===== src/rtl/core/rtphp_pkg.sv =====
// ----------------------------------------------------------------------------
// RTP header parser package
// Shared constants, status codes and the packet snapshot type.
// ----------------------------------------------------------------------------
package rtphp_pkg;

   // Default bound on the number of bytes counted in one packet.
   localparam int MAX_PACKET_BYTES_DEF = 65535;

   // Fixed header and extension header sizes in bytes.
   localparam int HDR_BYTES = 12;
   localparam int EXT_BYTES = 4;

   // Header constants.
   localparam logic [1:0] HDR_VERSION = 2'd2;
   localparam logic [6:0] PT_SR       = 7'd72;
   localparam logic [6:0] PT_RR       = 7'd73;
   localparam logic [15:0] OFFSET_MAX = 16'hFFFF;

   // Status codes.
   localparam logic [2:0] ERR_OK       = 3'd0;
   localparam logic [2:0] ERR_SHORT    = 3'd1;
   localparam logic [2:0] ERR_VERSION  = 3'd2;
   localparam logic [2:0] ERR_RTCP     = 3'd3;
   localparam logic [2:0] ERR_ZERO_PAD = 3'd4;
   localparam logic [2:0] ERR_OVERRUN  = 3'd5;

   // Packet state captured on the final byte. Header byte 0 sits at the top.
   typedef struct packed {
      logic [95:0] header;
      logic [31:0] ext;
      logic [15:0] length;
      logic        overflow;
      logic [7:0]  final_byte;
   } snap_type;

   // One result item.
   typedef struct packed {
      logic        accepted;
      logic [2:0]  error_code;
      logic [6:0]  payload_type;
      logic        marker;
      logic [3:0]  csrc_count;
      logic [15:0] sequence_number;
      logic [31:0] time_stamp;
      logic [31:0] sync_source;
      logic [15:0] extension_id;
      logic [15:0] payload_offset;
      logic [7:0]  pad_count;
      logic [15:0] payload_length;
   } rsp_type;

endpackage


===== src/rtl/core/rtphp_if.sv =====
// ----------------------------------------------------------------------------
// RTP header parser channels
// Valid/ready channels for packet bytes and for parse results.
// ----------------------------------------------------------------------------

// Packet byte channel.
interface rtphp_req_if;
   logic       valid;
   logic       ready;
   logic [7:0] data_byte;
   logic       last_byte;

   modport source (output valid, data_byte, last_byte, input ready);
   modport sink (input valid, data_byte, last_byte, output ready);
endinterface

// Parse result channel.
interface rtphp_rsp_if;
   logic        valid;
   logic        ready;
   logic        accepted;
   logic [2:0]  error_code;
   logic [6:0]  payload_type;
   logic        marker;
   logic [3:0]  csrc_count;
   logic [15:0] sequence_number;
   logic [31:0] time_stamp;
   logic [31:0] sync_source;
   logic [15:0] extension_id;
   logic [15:0] payload_offset;
   logic [7:0]  pad_count;
   logic [15:0] payload_length;

   modport source (output valid, accepted, error_code, payload_type, marker, csrc_count,
                   sequence_number, time_stamp, sync_source, extension_id,
                   payload_offset, pad_count, payload_length, input ready);
   modport sink (input valid, accepted, error_code, payload_type, marker, csrc_count,
                 sequence_number, time_stamp, sync_source, extension_id,
                 payload_offset, pad_count, payload_length, output ready);
endinterface


===== src/rtl/core/rtphp_capture.sv =====
// ----------------------------------------------------------------------------
// RTP header byte capture
// Counts packet bytes, stores the fixed header and the extension header,
// and presents the updated packet state for the snapshot on the final byte.
// ----------------------------------------------------------------------------
module rtphp_capture import rtphp_pkg::*; #(
   parameter int MAX_PACKET_BYTES = MAX_PACKET_BYTES_DEF
) (
   input  logic       clock,
   input  logic       reset,
   input  logic       byte_valid,
   input  logic [7:0] data_byte,
   input  logic       last_byte,
   output snap_type   snap
);

   localparam int CNT_W = $clog2(MAX_PACKET_BYTES + 1);
   localparam int CMP_W = (CNT_W > 8) ? CNT_W : 8;
   localparam int HDR_IDX_W = $clog2(HDR_BYTES);
   localparam int EXT_IDX_W = $clog2(EXT_BYTES);
   localparam logic [CNT_W-1:0] CNT_MAX = CNT_W'(MAX_PACKET_BYTES);

   logic [CNT_W-1:0] count_ff, count_upd, count_in;
   logic             ovf_ff, ovf_upd, ovf_in;
   logic [7:0]       hdr_ff  [HDR_BYTES];
   logic [7:0]       hdr_in  [HDR_BYTES];
   logic [7:0]       ext_ff  [EXT_BYTES];
   logic [7:0]       ext_upd [EXT_BYTES];
   logic [7:0]       ext_in  [EXT_BYTES];

   logic [CMP_W-1:0] pos;
   logic [CMP_W-1:0] ext_base;
   logic [CMP_W-1:0] ext_rel;
   logic             ext_hit;

   // Where the extension header starts, from the stored CSRC count.
   always_comb begin
      pos      = CMP_W'(count_ff);
      ext_base = CMP_W'(HDR_BYTES) + CMP_W'({hdr_ff[0][3:0], 2'b00});
      ext_rel  = pos - ext_base;
      ext_hit  = (pos >= ext_base) && (ext_rel < CMP_W'(EXT_BYTES));
   end

   // Apply one byte transfer to the packet state.
   always_comb begin
      count_upd = count_ff;
      ovf_upd   = ovf_ff;
      hdr_in    = hdr_ff;
      ext_upd   = ext_ff;
      if (byte_valid) begin
         if (count_ff >= CNT_MAX) begin
            ovf_upd = 1'b1;
         end else begin
            if (pos < CMP_W'(HDR_BYTES)) begin
               hdr_in[count_ff[HDR_IDX_W-1:0]] = data_byte;
            end else if (hdr_ff[0][4] && ext_hit) begin
               ext_upd[ext_rel[EXT_IDX_W-1:0]] = data_byte;
            end
            count_upd = count_ff + 1'b1;
         end
      end
   end

   // The final byte starts a fresh packet.
   always_comb begin
      count_in = count_upd;
      ovf_in   = ovf_upd;
      ext_in   = ext_upd;
      if (byte_valid && last_byte) begin
         count_in = '0;
         ovf_in   = 1'b0;
         for (int i = 0; i < EXT_BYTES; i++) begin
            ext_in[i] = 8'd0;
         end
      end
   end

   // Snapshot view of the updated state.
   always_comb begin
      snap.header = '0;
      snap.ext    = '0;
      for (int i = 0; i < HDR_BYTES; i++) begin
         snap.header[95 - 8*i -: 8] = hdr_in[i];
      end
      for (int i = 0; i < EXT_BYTES; i++) begin
         snap.ext[31 - 8*i -: 8] = ext_upd[i];
      end
      snap.length     = 16'(count_upd);
      snap.overflow   = ovf_upd;
      snap.final_byte = data_byte;
   end

   // Control state and extension bytes clear on reset.
   always_ff @(posedge clock) begin
      if (reset) begin
         count_ff <= '0;
         ovf_ff   <= 1'b0;
         for (int i = 0; i < EXT_BYTES; i++) begin
            ext_ff[i] <= 8'd0;
         end
      end else begin
         count_ff <= count_in;
         ovf_ff   <= ovf_in;
         ext_ff   <= ext_in;
      end
   end

   // Header bytes are plain storage.
   always_ff @(posedge clock) begin
      hdr_ff <= hdr_in;
   end

endmodule


===== src/rtl/core/rtp_header_parser.sv =====
// A result is offered through three registers after the edge at which a packet's final byte
// transfers: snapshot, offset stage and result.
// Throughput: one packet byte per cycle; each stage holds one packet, so a packet of
// any length (one byte upward) follows the previous one without a gap.
// Back pressure on the result channel fills the three stages; with all three full, byte
// transfers stall until the result transfers. Reset (synchronous, active high) empties
// all stages and starts a fresh packet.
// ----------------------------------------------------------------------------
// RTP header parser
// Parses RTP fixed and extension headers from a byte stream and reports the
// header fields, payload offset and length, and a status code per packet.
// ----------------------------------------------------------------------------
module rtp_header_parser import rtphp_pkg::*; #(
   parameter int MAX_PACKET_BYTES = MAX_PACKET_BYTES_DEF
) (
   input  logic   clock,
   input  logic   reset,
   rtphp_req_if.sink   req_chan,
   rtphp_rsp_if.source rsp_chan
);

   // Pipeline handshake signals.
   logic req_fire;
   logic out_open, s2_open, s1_open;
   logic s1_move, s2_move;

   snap_type snap;
   snap_type snap_ff, snap_in;
   logic     s1_valid_ff, s1_valid_in;

   logic [95:0] s2_hdr_ff, s2_hdr_in;
   logic [15:0] s2_ext_id_ff, s2_ext_id_in;
   logic [15:0] s2_offset_ff, s2_offset_in;
   logic        s2_sat_ff, s2_sat_in;
   logic [7:0]  s2_pad_ff, s2_pad_in;
   logic [15:0] s2_len_ff, s2_len_in;
   logic        s2_ovf_ff, s2_ovf_in;
   logic        s2_zero_pad_ff, s2_zero_pad_in;
   logic        s2_valid_ff, s2_valid_in;

   rsp_type rsp_ff, rsp_in;
   logic    rsp_valid_ff, rsp_valid_in;

   // A stage can load when it is empty or its content moves on.
   always_comb begin
      out_open = !rsp_valid_ff || rsp_chan.ready;
      s2_open  = !s2_valid_ff || out_open;
      s1_open  = !s1_valid_ff || s2_open;
      s2_move  = s2_valid_ff && out_open;
      s1_move  = s1_valid_ff && s2_open;
      req_fire = req_chan.valid && s1_open;
   end

   assign req_chan.ready = s1_open;

   // Byte capture and packet state.
   rtphp_capture #(
      .MAX_PACKET_BYTES (MAX_PACKET_BYTES)
   ) u_capture (
      .clock      (clock),
      .reset      (reset),
      .byte_valid (req_fire),
      .data_byte  (req_chan.data_byte),
      .last_byte  (req_chan.last_byte),
      .snap       (snap)
   );

   // Stage 1: hold the packet snapshot taken on the final byte transfer.
   always_comb begin
      snap_in     = snap_ff;
      s1_valid_in = s1_valid_ff && !s1_move;
      if (req_fire && req_chan.last_byte) begin
         snap_in     = snap;
         s1_valid_in = 1'b1;
      end
   end

   // Stage 2: payload offset with saturation, padding count.
   logic [7:0]  s1_b0;
   logic [18:0] offset_full;
   logic [18:0] ext_span;

   always_comb begin
      s1_b0    = snap_ff.header[95:88];
      ext_span = s1_b0[4] ? (19'd4 + 19'({snap_ff.ext[15:0], 2'b00})) : 19'd0;
      offset_full = 19'(HDR_BYTES) + 19'({s1_b0[3:0], 2'b00}) + ext_span;

      s2_hdr_in      = s2_hdr_ff;
      s2_ext_id_in   = s2_ext_id_ff;
      s2_offset_in   = s2_offset_ff;
      s2_sat_in      = s2_sat_ff;
      s2_pad_in      = s2_pad_ff;
      s2_len_in      = s2_len_ff;
      s2_ovf_in      = s2_ovf_ff;
      s2_zero_pad_in = s2_zero_pad_ff;
      s2_valid_in    = s2_valid_ff && !s2_move;
      if (s1_move) begin
         s2_hdr_in      = snap_ff.header;
         s2_ext_id_in   = s1_b0[4] ? snap_ff.ext[31:16] : 16'd0;
         s2_sat_in      = offset_full > 19'(OFFSET_MAX);
         s2_offset_in   = s2_sat_in ? OFFSET_MAX : offset_full[15:0];
         s2_pad_in      = s1_b0[5] ? snap_ff.final_byte : 8'd0;
         s2_zero_pad_in = s1_b0[5] && (snap_ff.final_byte == 8'd0);
         s2_len_in      = snap_ff.length;
         s2_ovf_in      = snap_ff.overflow;
         s2_valid_in    = 1'b1;
      end
   end

   // Stage 3: checks in priority order and the payload length.
   logic [16:0] need_bytes;
   logic        overrun;
   logic [2:0]  code;
   logic        short_pkt;

   always_comb begin
      need_bytes = {1'b0, s2_offset_ff} + 17'(s2_pad_ff);
      overrun    = s2_sat_ff || s2_ovf_ff || (need_bytes > {1'b0, s2_len_ff});
      short_pkt  = s2_len_ff < 16'(HDR_BYTES);

      if (short_pkt) begin
         code = ERR_SHORT;
      end else if (s2_hdr_ff[95:94] != HDR_VERSION) begin
         code = ERR_VERSION;
      end else if (s2_hdr_ff[87] && (s2_hdr_ff[86:80] == PT_SR ||
                                     s2_hdr_ff[86:80] == PT_RR)) begin
         code = ERR_RTCP;
      end else if (s2_zero_pad_ff) begin
         code = ERR_ZERO_PAD;
      end else if (overrun) begin
         code = ERR_OVERRUN;
      end else begin
         code = ERR_OK;
      end

      rsp_in       = rsp_ff;
      rsp_valid_in = rsp_valid_ff && !rsp_chan.ready;
      if (s2_move) begin
         rsp_valid_in = 1'b1;
         if (short_pkt) begin
            rsp_in            = '0;
            rsp_in.error_code = ERR_SHORT;
         end else begin
            rsp_in.accepted        = (code == ERR_OK);
            rsp_in.error_code      = code;
            rsp_in.payload_type    = s2_hdr_ff[86:80];
            rsp_in.marker          = s2_hdr_ff[87];
            rsp_in.csrc_count      = s2_hdr_ff[91:88];
            rsp_in.sequence_number = s2_hdr_ff[79:64];
            rsp_in.time_stamp      = s2_hdr_ff[63:32];
            rsp_in.sync_source     = s2_hdr_ff[31:0];
            rsp_in.extension_id    = s2_ext_id_ff;
            rsp_in.payload_offset  = s2_offset_ff;
            rsp_in.pad_count       = s2_pad_ff;
            rsp_in.payload_length  = (code == ERR_OK) ?
                                     (s2_len_ff - 16'(s2_pad_ff) - s2_offset_ff) : 16'd0;
         end
      end
   end

   // Stage valid flags.
   always_ff @(posedge clock) begin
      if (reset) begin
         s1_valid_ff  <= 1'b0;
         s2_valid_ff  <= 1'b0;
         rsp_valid_ff <= 1'b0;
      end else begin
         s1_valid_ff  <= s1_valid_in;
         s2_valid_ff  <= s2_valid_in;
         rsp_valid_ff <= rsp_valid_in;
      end
   end

   // Stage payloads.
   always_ff @(posedge clock) begin
      snap_ff        <= snap_in;
      s2_hdr_ff      <= s2_hdr_in;
      s2_ext_id_ff   <= s2_ext_id_in;
      s2_offset_ff   <= s2_offset_in;
      s2_sat_ff      <= s2_sat_in;
      s2_pad_ff      <= s2_pad_in;
      s2_len_ff      <= s2_len_in;
      s2_ovf_ff      <= s2_ovf_in;
      s2_zero_pad_ff <= s2_zero_pad_in;
      rsp_ff         <= rsp_in;
   end

   // Result channel outputs.
   assign rsp_chan.valid           = rsp_valid_ff;
   assign rsp_chan.accepted        = rsp_ff.accepted;
   assign rsp_chan.error_code      = rsp_ff.error_code;
   assign rsp_chan.payload_type    = rsp_ff.payload_type;
   assign rsp_chan.marker          = rsp_ff.marker;
   assign rsp_chan.csrc_count      = rsp_ff.csrc_count;
   assign rsp_chan.sequence_number = rsp_ff.sequence_number;
   assign rsp_chan.time_stamp      = rsp_ff.time_stamp;
   assign rsp_chan.sync_source     = rsp_ff.sync_source;
   assign rsp_chan.extension_id    = rsp_ff.extension_id;
   assign rsp_chan.payload_offset  = rsp_ff.payload_offset;
   assign rsp_chan.pad_count       = rsp_ff.pad_count;
   assign rsp_chan.payload_length  = rsp_ff.payload_length;

endmodule


===== src/flat_wrapper.sv =====
// flat-port wrapper written by rule: the top's interface ports become plain ports
module rtp_header_parser_flat import rtphp_pkg::*;
#(
   parameter int MAX_PACKET_BYTES = MAX_PACKET_BYTES_DEF
)
  (clock, reset, req_chan_valid, req_chan_data_byte, req_chan_last_byte, req_chan_ready, rsp_chan_valid, rsp_chan_accepted, rsp_chan_error_code, rsp_chan_payload_type, rsp_chan_marker, rsp_chan_csrc_count, rsp_chan_sequence_number, rsp_chan_time_stamp, rsp_chan_sync_source, rsp_chan_extension_id, rsp_chan_payload_offset, rsp_chan_pad_count, rsp_chan_payload_length, rsp_chan_ready);
  rtphp_req_if req_chan_i ();
  rtphp_rsp_if rsp_chan_i ();
  input  logic clock;
  input  logic reset;
  input wire logic [$bits(req_chan_i.valid)-1:0] req_chan_valid;
  input wire logic [$bits(req_chan_i.data_byte)-1:0] req_chan_data_byte;
  input wire logic [$bits(req_chan_i.last_byte)-1:0] req_chan_last_byte;
  output wire logic [$bits(req_chan_i.ready)-1:0] req_chan_ready;
  output wire logic [$bits(rsp_chan_i.valid)-1:0] rsp_chan_valid;
  output wire logic [$bits(rsp_chan_i.accepted)-1:0] rsp_chan_accepted;
  output wire logic [$bits(rsp_chan_i.error_code)-1:0] rsp_chan_error_code;
  output wire logic [$bits(rsp_chan_i.payload_type)-1:0] rsp_chan_payload_type;
  output wire logic [$bits(rsp_chan_i.marker)-1:0] rsp_chan_marker;
  output wire logic [$bits(rsp_chan_i.csrc_count)-1:0] rsp_chan_csrc_count;
  output wire logic [$bits(rsp_chan_i.sequence_number)-1:0] rsp_chan_sequence_number;
  output wire logic [$bits(rsp_chan_i.time_stamp)-1:0] rsp_chan_time_stamp;
  output wire logic [$bits(rsp_chan_i.sync_source)-1:0] rsp_chan_sync_source;
  output wire logic [$bits(rsp_chan_i.extension_id)-1:0] rsp_chan_extension_id;
  output wire logic [$bits(rsp_chan_i.payload_offset)-1:0] rsp_chan_payload_offset;
  output wire logic [$bits(rsp_chan_i.pad_count)-1:0] rsp_chan_pad_count;
  output wire logic [$bits(rsp_chan_i.payload_length)-1:0] rsp_chan_payload_length;
  input wire logic [$bits(rsp_chan_i.ready)-1:0] rsp_chan_ready;
  assign req_chan_i.valid = req_chan_valid;
  assign req_chan_i.data_byte = req_chan_data_byte;
  assign req_chan_i.last_byte = req_chan_last_byte;
  assign req_chan_ready = req_chan_i.ready;
  assign rsp_chan_valid = rsp_chan_i.valid;
  assign rsp_chan_accepted = rsp_chan_i.accepted;
  assign rsp_chan_error_code = rsp_chan_i.error_code;
  assign rsp_chan_payload_type = rsp_chan_i.payload_type;
  assign rsp_chan_marker = rsp_chan_i.marker;
  assign rsp_chan_csrc_count = rsp_chan_i.csrc_count;
  assign rsp_chan_sequence_number = rsp_chan_i.sequence_number;
  assign rsp_chan_time_stamp = rsp_chan_i.time_stamp;
  assign rsp_chan_sync_source = rsp_chan_i.sync_source;
  assign rsp_chan_extension_id = rsp_chan_i.extension_id;
  assign rsp_chan_payload_offset = rsp_chan_i.payload_offset;
  assign rsp_chan_pad_count = rsp_chan_i.pad_count;
  assign rsp_chan_payload_length = rsp_chan_i.payload_length;
  assign rsp_chan_i.ready = rsp_chan_ready;
  rtp_header_parser #(.MAX_PACKET_BYTES(MAX_PACKET_BYTES)) u_core (.clock(clock), .reset(reset), .req_chan(req_chan_i), .rsp_chan(rsp_chan_i));
endmodule

===== config.mk =====
export PLATFORM = sky130hd
export DESIGN_NAME = rtp_header_parser_flat
export DESIGN_NICKNAME = d
export VERILOG_FILES = /design/src/rtl/core/rtphp_pkg.sv /design/src/rtl/core/rtphp_if.sv /design/src/rtl/core/rtphp_capture.sv /design/src/rtl/core/rtp_header_parser.sv /design/src/flat_wrapper.sv
export SDC_FILE = /design/constraint.sdc
export NUM_CORES = 1
export LEC_CHECK = 0
export ABC_AREA = 1
export BUFFER_PORTS_ARGS = -buffer_cell sky130_fd_sc_hd__buf_2
export CAP_MARGIN = 20
export CORE_MARGIN = 8
export CORE_UTILIZATION = 54
export DETAILED_ROUTE_END_ITERATION = 6
export PLACE_DENSITY = 0.75
export REMOVE_ABC_BUFFERS = 1
export SLEW_MARGIN = 25
export SYNTH_ARGS = -nofsm -noshare
export SYNTH_HDL_FRONTEND = slang
export SYNTH_HIERARCHICAL = 1
export SYNTH_SLANG_ARGS = --single-unit

===== constraint.sdc =====
create_clock -name clock -period 9 [get_ports clock]
set_input_delay 1.35 -clock clock [delete_from_list [all_inputs] [get_ports clock]]
set_output_delay 1.35 -clock clock [all_outputs]
set_load 0.005 [all_outputs]

==> results of run 1 <==
critical path, delay by kind of cell (launching register included):
family / cells / cell delay, ns
AOI/OAI and AO/OA: 3 / 0.66
xor gates and xnor gates: 1 / 0.16
adders and majority gates: 3 / 0.88
buffers and inverters: 1 / 0.06
DFF: 1 / 0.47
and+or+nand+nor: 15 / 1.87
how the worst max path moves through the flow:
stage | endpoint | cells after the start | slack, ns
CTS | u_core/rsp_chan.payload_length[2] | 23 | 4.61
finish | u_core/rsp_chan.payload_length[2] | 23 | 4.71
floorplan | u_core/rsp_chan.accepted | 2 | -0.32
global route | u_core/rsp_chan.payload_length[2] | 23 | 4.19
global placement | u_core/rsp_chan.payload_length[15] | 23 | 4.82
detailed placement | u_core/rsp_chan.payload_length[2] | 23 | 4.65
where the power goes:
| group | internal, W | leakage [nW] | switching, W |
|---|---|---|---|
| logic | 0.000119 | 5.03 | 0.000243 |
| registers | 0.00314 | 5.45 | 0.0000475 |
| clock network | 0.00151 | 0.997 | 0.00104 |
| total | 0.00477 | 11.5 | 0.00133 |
metrics by stage:
| stage | util, % | worst slack, ns |
|---|---|---|
| floorplan | - | -0.322 |
| global placement | 57.7 | 4.82 |
| detailed placement | 57.7 | 4.65 |
| CTS | 62.4 | 4.61 |
| global route | 62.4 | 4.19 |
| finish | 62.4 | 4.71 |
registers in the layout, summed over array words and instances (netlist names), 7 cells and up:
signal	flops
u_core/rsp_chan.sync_source	32
u_core/rsp_chan.payload_type	7
u_core/s2_len_ff	16
u_core/s2_offset_ff	15
u_core/rsp_chan.pad_count	8
u_core/rsp_chan.payload_offset	15
u_core/u_capture/hdr_ff	96
u_core/snap_ff	145
u_core/u_capture/count_ff	16
u_core/s1_b0	8
u_core/rsp_chan.time_stamp	32
u_core/rsp_chan.payload_length	16
u_core/u_capture/ext_ff	32
u_core/rsp_chan.sequence_number	16
u_core/rsp_chan.extension_id	16
u_core/s2_ext_id_ff	16
u_core/s2_hdr_ff	94
u_core/s2_pad_ff	8
cell families after synthesis:
| family | count (synthesis) | share of synthesized area [%] |
|---|---|---|
| XOR/XNOR | 43 | 1.55 |
| adder cells (fa/ha/maj) | 84 | 4.64 |
| buffers and inverters | 385 | 6.49 |
| AO/OA/AOI/OAI | 240 | 5.24 |
| AND/OR/NAND/NOR | 727 | 13.4 |
| flip-flops | 604 | 68.7 |
area by class of cell:
| type | instances | area share (%) |
|---|---|---|
| clock buffers | 67 | 5.63 |
| clock inverters | 39 | 1.80 |
| inverters | 326 | 4.46 |
| multi-input cells | 1094 | 21.9 |
| flip-flops and latches | 604 | 60.3 |
| well taps | 592 | 2.68 |
| repair buffers | 175 | 3.29 |
placed cells by master (no fill, tap or decap), types with 30 or more instances in the layout:
cell	netlist	final
xor2_1	32	32
buf_2	14	166
inv_1	311	310
ha_1	74	74
a21oi_1	113	112
nor2_1	214	213
nand3_1	76	76
nand4_1	30	30
dfxtp_1	148	148
clkbuf_16	0	58
nand2_1	316	316
o21ai_0	75	75
edfxtp_1	456	456
synth_stat cells, drive strengths merged:
library cell,number
edfxtp,456
nand2,334
inv,316
nor2,230
dfxtp,148
a21oi,113
o21ai,86
nand3,82
ha,74
buf,37
xor2,32
nand4,31
a31oi,27
nor3,26
clkbuf,22
xnor2,11
clkinv,10
fa,10
or2,9
nand3b,5
nor4,5
a21o,4
and2,3
a211oi,2
o211ai,2
o21a,2
a21boi,1
a31o,1
and3,1
nor3b,1
o21bai,1
o31ai,1
routing by layer:
metal	vias to the layer above	track usage [%]	wire [µm]
met2	377	31.6	24300
met1	7115	24.6	21500
met5	-	0	0
met4	0	5.19	950
met3	69	3.19	2650
li1	7299	-	-
==> metrics, run 1 <==
Resize count post-CTS 0; post-synthesis cell type count 49; Req. time, crit path 9.41 ns; Hold Vio Cnt, Final 0; Hold WS 0.413 ns; Horiz. Die Dim 228 µm; layout net count 2354; WL per Instance 17.1 µm; crit path launch u_core/s2_offset_ff[1]; initial drt markers 1127; worst hold path type register to register; gr usage total 18.7%; Post-DRT Antenna Nets 0; Design Area, Final 27600 µm²; FP Rows 77; multi-input logic area 6040 µm²; htree depth 2; Max Cap Viol 0; Worst-Skew Late Latency 0.62 ns; Die Area 51900 µm²; DP Wirelength 33100 µm; DRC 0; gpl congestion 0.853; Tmin final 4.29 ns; Critical Path Fanout Max 17; max incr delay on CP 0.61 ns; Vias/cell 5.13; Gate Count Post-Synth 2083; Pwr per Cell Area 221 nW/µm²; Slew Viols, Final 0; Slew HR 34.1%; via count 14.9k; Die Y-Extent 228 µm; status complete, no violations; sequential fraction of the synthesis area 68.7%; Worst Max-Slew Pin Slew 0.984 ns; YS warnings 6; postcts setup bufs 0; Peak supply drop 0.149 mV; total CTS buffers 56; Synth Cell Area 24200 µm²; IO Port Bufs 166; crit path cell chain ha_1 > inv_1 > fa_1 > nand3b_1 > nand2_1 > nand2_1 > nand2_1 > nand3_1 > nand2_1 > nand3_1 > nor2_1 > xor2_1 > ha_1 > a21oi_1 > o21a_1 > nand2_1 > nand2_1 > nand2_1 > nand2_1 > nand2_1 > nand2_1 > nand4_1 > a21oi_1; crit share post-route 47.7%; Fmax 233 MHz; clock skew 0.0252 ns; Root Driver clkbuf_16; Setup crit start kind register; CORE AREA 44300 µm²; reg-to-reg setup timing slack 4.71 ns; drt total wl 49400 µm; hold path cells 0; R2R depth 23; global route overflow 0; cell repeated most along the worst path nand2_1; TritonCTS clock tree yes; # setup viols final 0; Min-Delay Endpoint u_core/s2_hdr_ff[57]; clk buf depth 3; setup TNS 0 ns; share of the synthesized area in the top cell type 56.5%; Syn Area/Cell 11.6 µm²; Leak 11.5 nW; initial antenna violation count 0; critical path class register to register; Arrival @ worst endpoint 4.70 ns; layout filler cell count 3398; vias in the first global route 14.6k; CTS Hold Bufs 0; fin cells 2897; hold path start u_core/snap_ff[114]; share of layout cells above drive strength 1 14.9%; Area after DPL 25600 µm²; r2r startpoint u_core/s2_offset_ff[1]; slowest CP cell nand4_1; area leader, netlist edfxtp_1; Area Overhead vs Synth 14.0%; clock sink total 604; synth top area cells edfxtp_1 56%, dfxtp_1 12%, nand2_1 4.9%; register area 16700 µm²; dpl cells 2791; RSZ-0062 raised after global routing no; register bit total from synthesis 604; first-pass GRT wire length 78700 µm; power after layout 0.00610 W; initial core utilization 54.7%; critical path endpoint category register; diode count 0; drt first pass iters 5; CTS clk-pin slew, worst paths 0.07 ns; Reg-to-Reg End u_core/rsp_chan.payload_length[2]; largest net degree at the start of global routing 92; number of top-level pins 167
Power figures use the tool's default switching activity.
==> inputs of run 2 (changes only) <==
--- a/config.mk
+++ b/config.mk
@@ -9,9 +9,9 @@
 export BUFFER_PORTS_ARGS = -buffer_cell sky130_fd_sc_hd__buf_2
 export CAP_MARGIN = 20
 export CORE_MARGIN = 8
-export CORE_UTILIZATION = 54
+export CORE_UTILIZATION = 60
 export DETAILED_ROUTE_END_ITERATION = 6
-export PLACE_DENSITY = 0.75
+export PLACE_DENSITY = 0.79
 export REMOVE_ABC_BUFFERS = 1
 export SLEW_MARGIN = 25
 export SYNTH_ARGS = -nofsm -noshare
==> constraint.sdc (replaced) <==
create_clock -name clock -period 4.2 [get_ports clock]
set_input_delay 0.63 -clock clock [delete_from_list [all_inputs] [get_ports clock]]
set_output_delay 0.63 -clock clock [all_outputs]
set_load 0.005 [all_outputs]
==> metrics, run 2 (synthesis gave the netlist of run 1 again) <==
DP Wirelength 33500 µm (+1.0%); drt first pass iters 5 (unchanged); Post-DRT Antenna Nets 0 (unchanged); max incr delay on CP 0.42 ns (-0.19 ns); Req. time, crit path 4.53 ns (-4.88 ns); DP Worst Slack 0.417 ns (-4.24 ns); gpl congestion 0.862 (+1.1%); Seq pwr share 55.8% (+3.5 points); gr usage total 20.7% (+2.0 points); cell repeated most along the worst path nand2_1; total CTS buffers 54 (-3.6%); layout net count 2362 (+0.34%); TritonCTS clock tree yes; # setup viols final 0 (unchanged); register name with the most flops u_core/snap_ff; clock power share 37.8% (-4.0 points); DRC 0 (unchanged); largest net degree at the start of global routing 89 (-3.3%); Arrival @ worst endpoint 4.09 ns (-0.61 ns); max reg flops 145 (unchanged); Comb pwr share 6.4% (+0.5 points); CTS Hold Bufs 0 (unchanged); diode count 0 (unchanged); crit share post-route 89.4% (+42 points); Largest regs u_core/snap_ff: 145 flops, u_core/u_capture/hdr_ff: 96 flops, u_core/s2_hdr_ff: 94 flops; Critical Path Fanout Max 17 (unchanged); via count 14.9k (+0.34%); Die Area 47100 µm² (-9.3%); initial antenna violation count 0 (unchanged); Worst-Skew Late Latency 0.60 ns (-0.02 ns); RSZ-0062 raised after global routing no; Area Overhead vs Synth 12.6%; Root Driver clkbuf_16; slowest CP cell edfxtp_1; critical path endpoint category register; post-route setup slack 0.447 ns (-4.26 ns); initial core utilization 60.9% (+6.2 points); htree depth 2 (unchanged); Sw Ratio 21.9% (+0.088 points); Tmin final 3.75 ns (-0.541 ns); clock skew 0.0244 ns (-0.000822 ns); layout filler cell count 2823 (-17%); Setup crit start kind register; Int Pwr 0.00955 W (+100%); leading cell type in the layout, fill and taps excluded edfxtp_1; Resize count post-CTS 0 (unchanged); global route overflow 0 (unchanged); IO Port Bufs 166 (unchanged); Hold Vio Cnt, Final 0 (unchanged); vias in the first global route 14.5k (-0.83%); Vias/cell 5.26 (+2.6%); CTS clk-pin slew, worst paths 0.06 ns (about the same); Die Y-Extent 217 µm (-4.8%); Slew Viols, Final 0 (unchanged); CORE AREA 39800 µm² (-10%); worst hold path type input port to register; Fmax 266 MHz (+14%); Leak 11.4 nW (-0.91%); Worst Max-Slew Pin Slew 0.993 ns (+0.00952 ns); status complete, no violations; Hold WS 0.229 ns (-0.184 ns); share of layout cells above drive strength 1 14.2% (-0.67 points); postcts setup bufs 0 (unchanged); critical path class register to register; NetSw 0.00268 W (+100%); Peak supply drop 0.346 mV (+130%); Design Area, Final 27300 µm² (-1.2%); number of top-level pins 167 (unchanged); clk buf depth 3 (unchanged); FP Rows 73 (-5.2%); WL per Instance 17.5 µm (+2.3%); Max Cap Viol 0 (unchanged); post-layout util 68.5% (+6.2 points); Horiz. Die Dim 217 µm (-4.8%); commonest cells after routing, fill and taps aside 456 x edfxtp_1, 316 x nand2_1, 310 x inv_1, 213 x nor2_1, 166 x buf_2; initial drt markers 1076 (-4.5%); Slew HR 33.6% (-0.43 points); drt total wl 49500 µm (about the same); clock sink total 604 (unchanged); Area after DPL 25600 µm² (+0.15%); first-pass GRT wire length 77700 µm (-1.2%); Pwr per Cell Area 448 nW/µm² (+100%)
[run 2: cell types whose count changed in the layout (fill, tap and decap cells not counted), moves of 5 or more]
cell / delta
clkinv_4: -6
clkinvlp_4: -6
buf_12: +5
buf_4: +7
bufinv_16: -9
clkbuf_1: +15
[run 2: routing by layer]
layer / vias to the layer above / GRT usage [%] / wire length, µm
met5: - / 0 / 0
met4: 0 / 6.13 / 1200
met3: 79 / 4.02 / 3120
met2: 475 / 34.6 / 24200
met1: 7050 / 27.3 / 21000
li1: 7307 / - / -
[run 2: metrics by stage]
stage,setup TNS (ns),instances,total power (W)
floorplan,-1280.34,2024,0.00749
global placement,0,2733,0.00769
detailed placement,0,2733,0.00773
CTS,0,2832,0.0123
global route,0,2833,0.0127
finish,0,2833,0.0122
[run 2: power by group through the flow]
stage | Clock, W | Combinational, W | Sequential (W)
global placement | 0 | 0.000744 | 0.00695
floorplan | 0 | 0.000530 | 0.00696
CTS | 0.00472 | 0.000781 | 0.00683
detailed placement | 0 | 0.000772 | 0.00696
finish | 0.00462 | 0.000782 | 0.00683
global route | 0.00494 | 0.000887 | 0.00686
[run 2: path summary, 6_finish.rpt]
check,startpoint,to,slack [ns],cells past startpoint
worst max-delay path,u_core/s2_offset_ff[1],u_core/rsp_chan.payload_length[12],0.45,25
worst min-delay path,reset,u_core/s2_valid_ff,0.23,2
worst max register to register,u_core/s2_offset_ff[1],u_core/rsp_chan.payload_length[12],0.45,25
worst min register to register,u_core/snap_ff[107],u_core/s2_hdr_ff[50],0.40,0
[run 2: worst max-delay path: cells and delay by family (launching register included)]
family,cells,cell delay [ns]
and+or+nand+nor,19,1.80
buffers and inverters,2,0.28
adders and majority gates,3,0.90
DFF,1,0.42
xor gates and xnor gates,1,0.08
[run 2: final cells by class]
class                      count  area [µm²]  area share (%)
tap                          525         657            2.41
inverter                     326        1230            4.52
multi-input combinational   1094        6040            22.1
sequential                   604       16700            61.0
timing repair buffer         185        1040            3.80
clock buffer                  79        1550            5.67
clock inverter                20         121           0.445
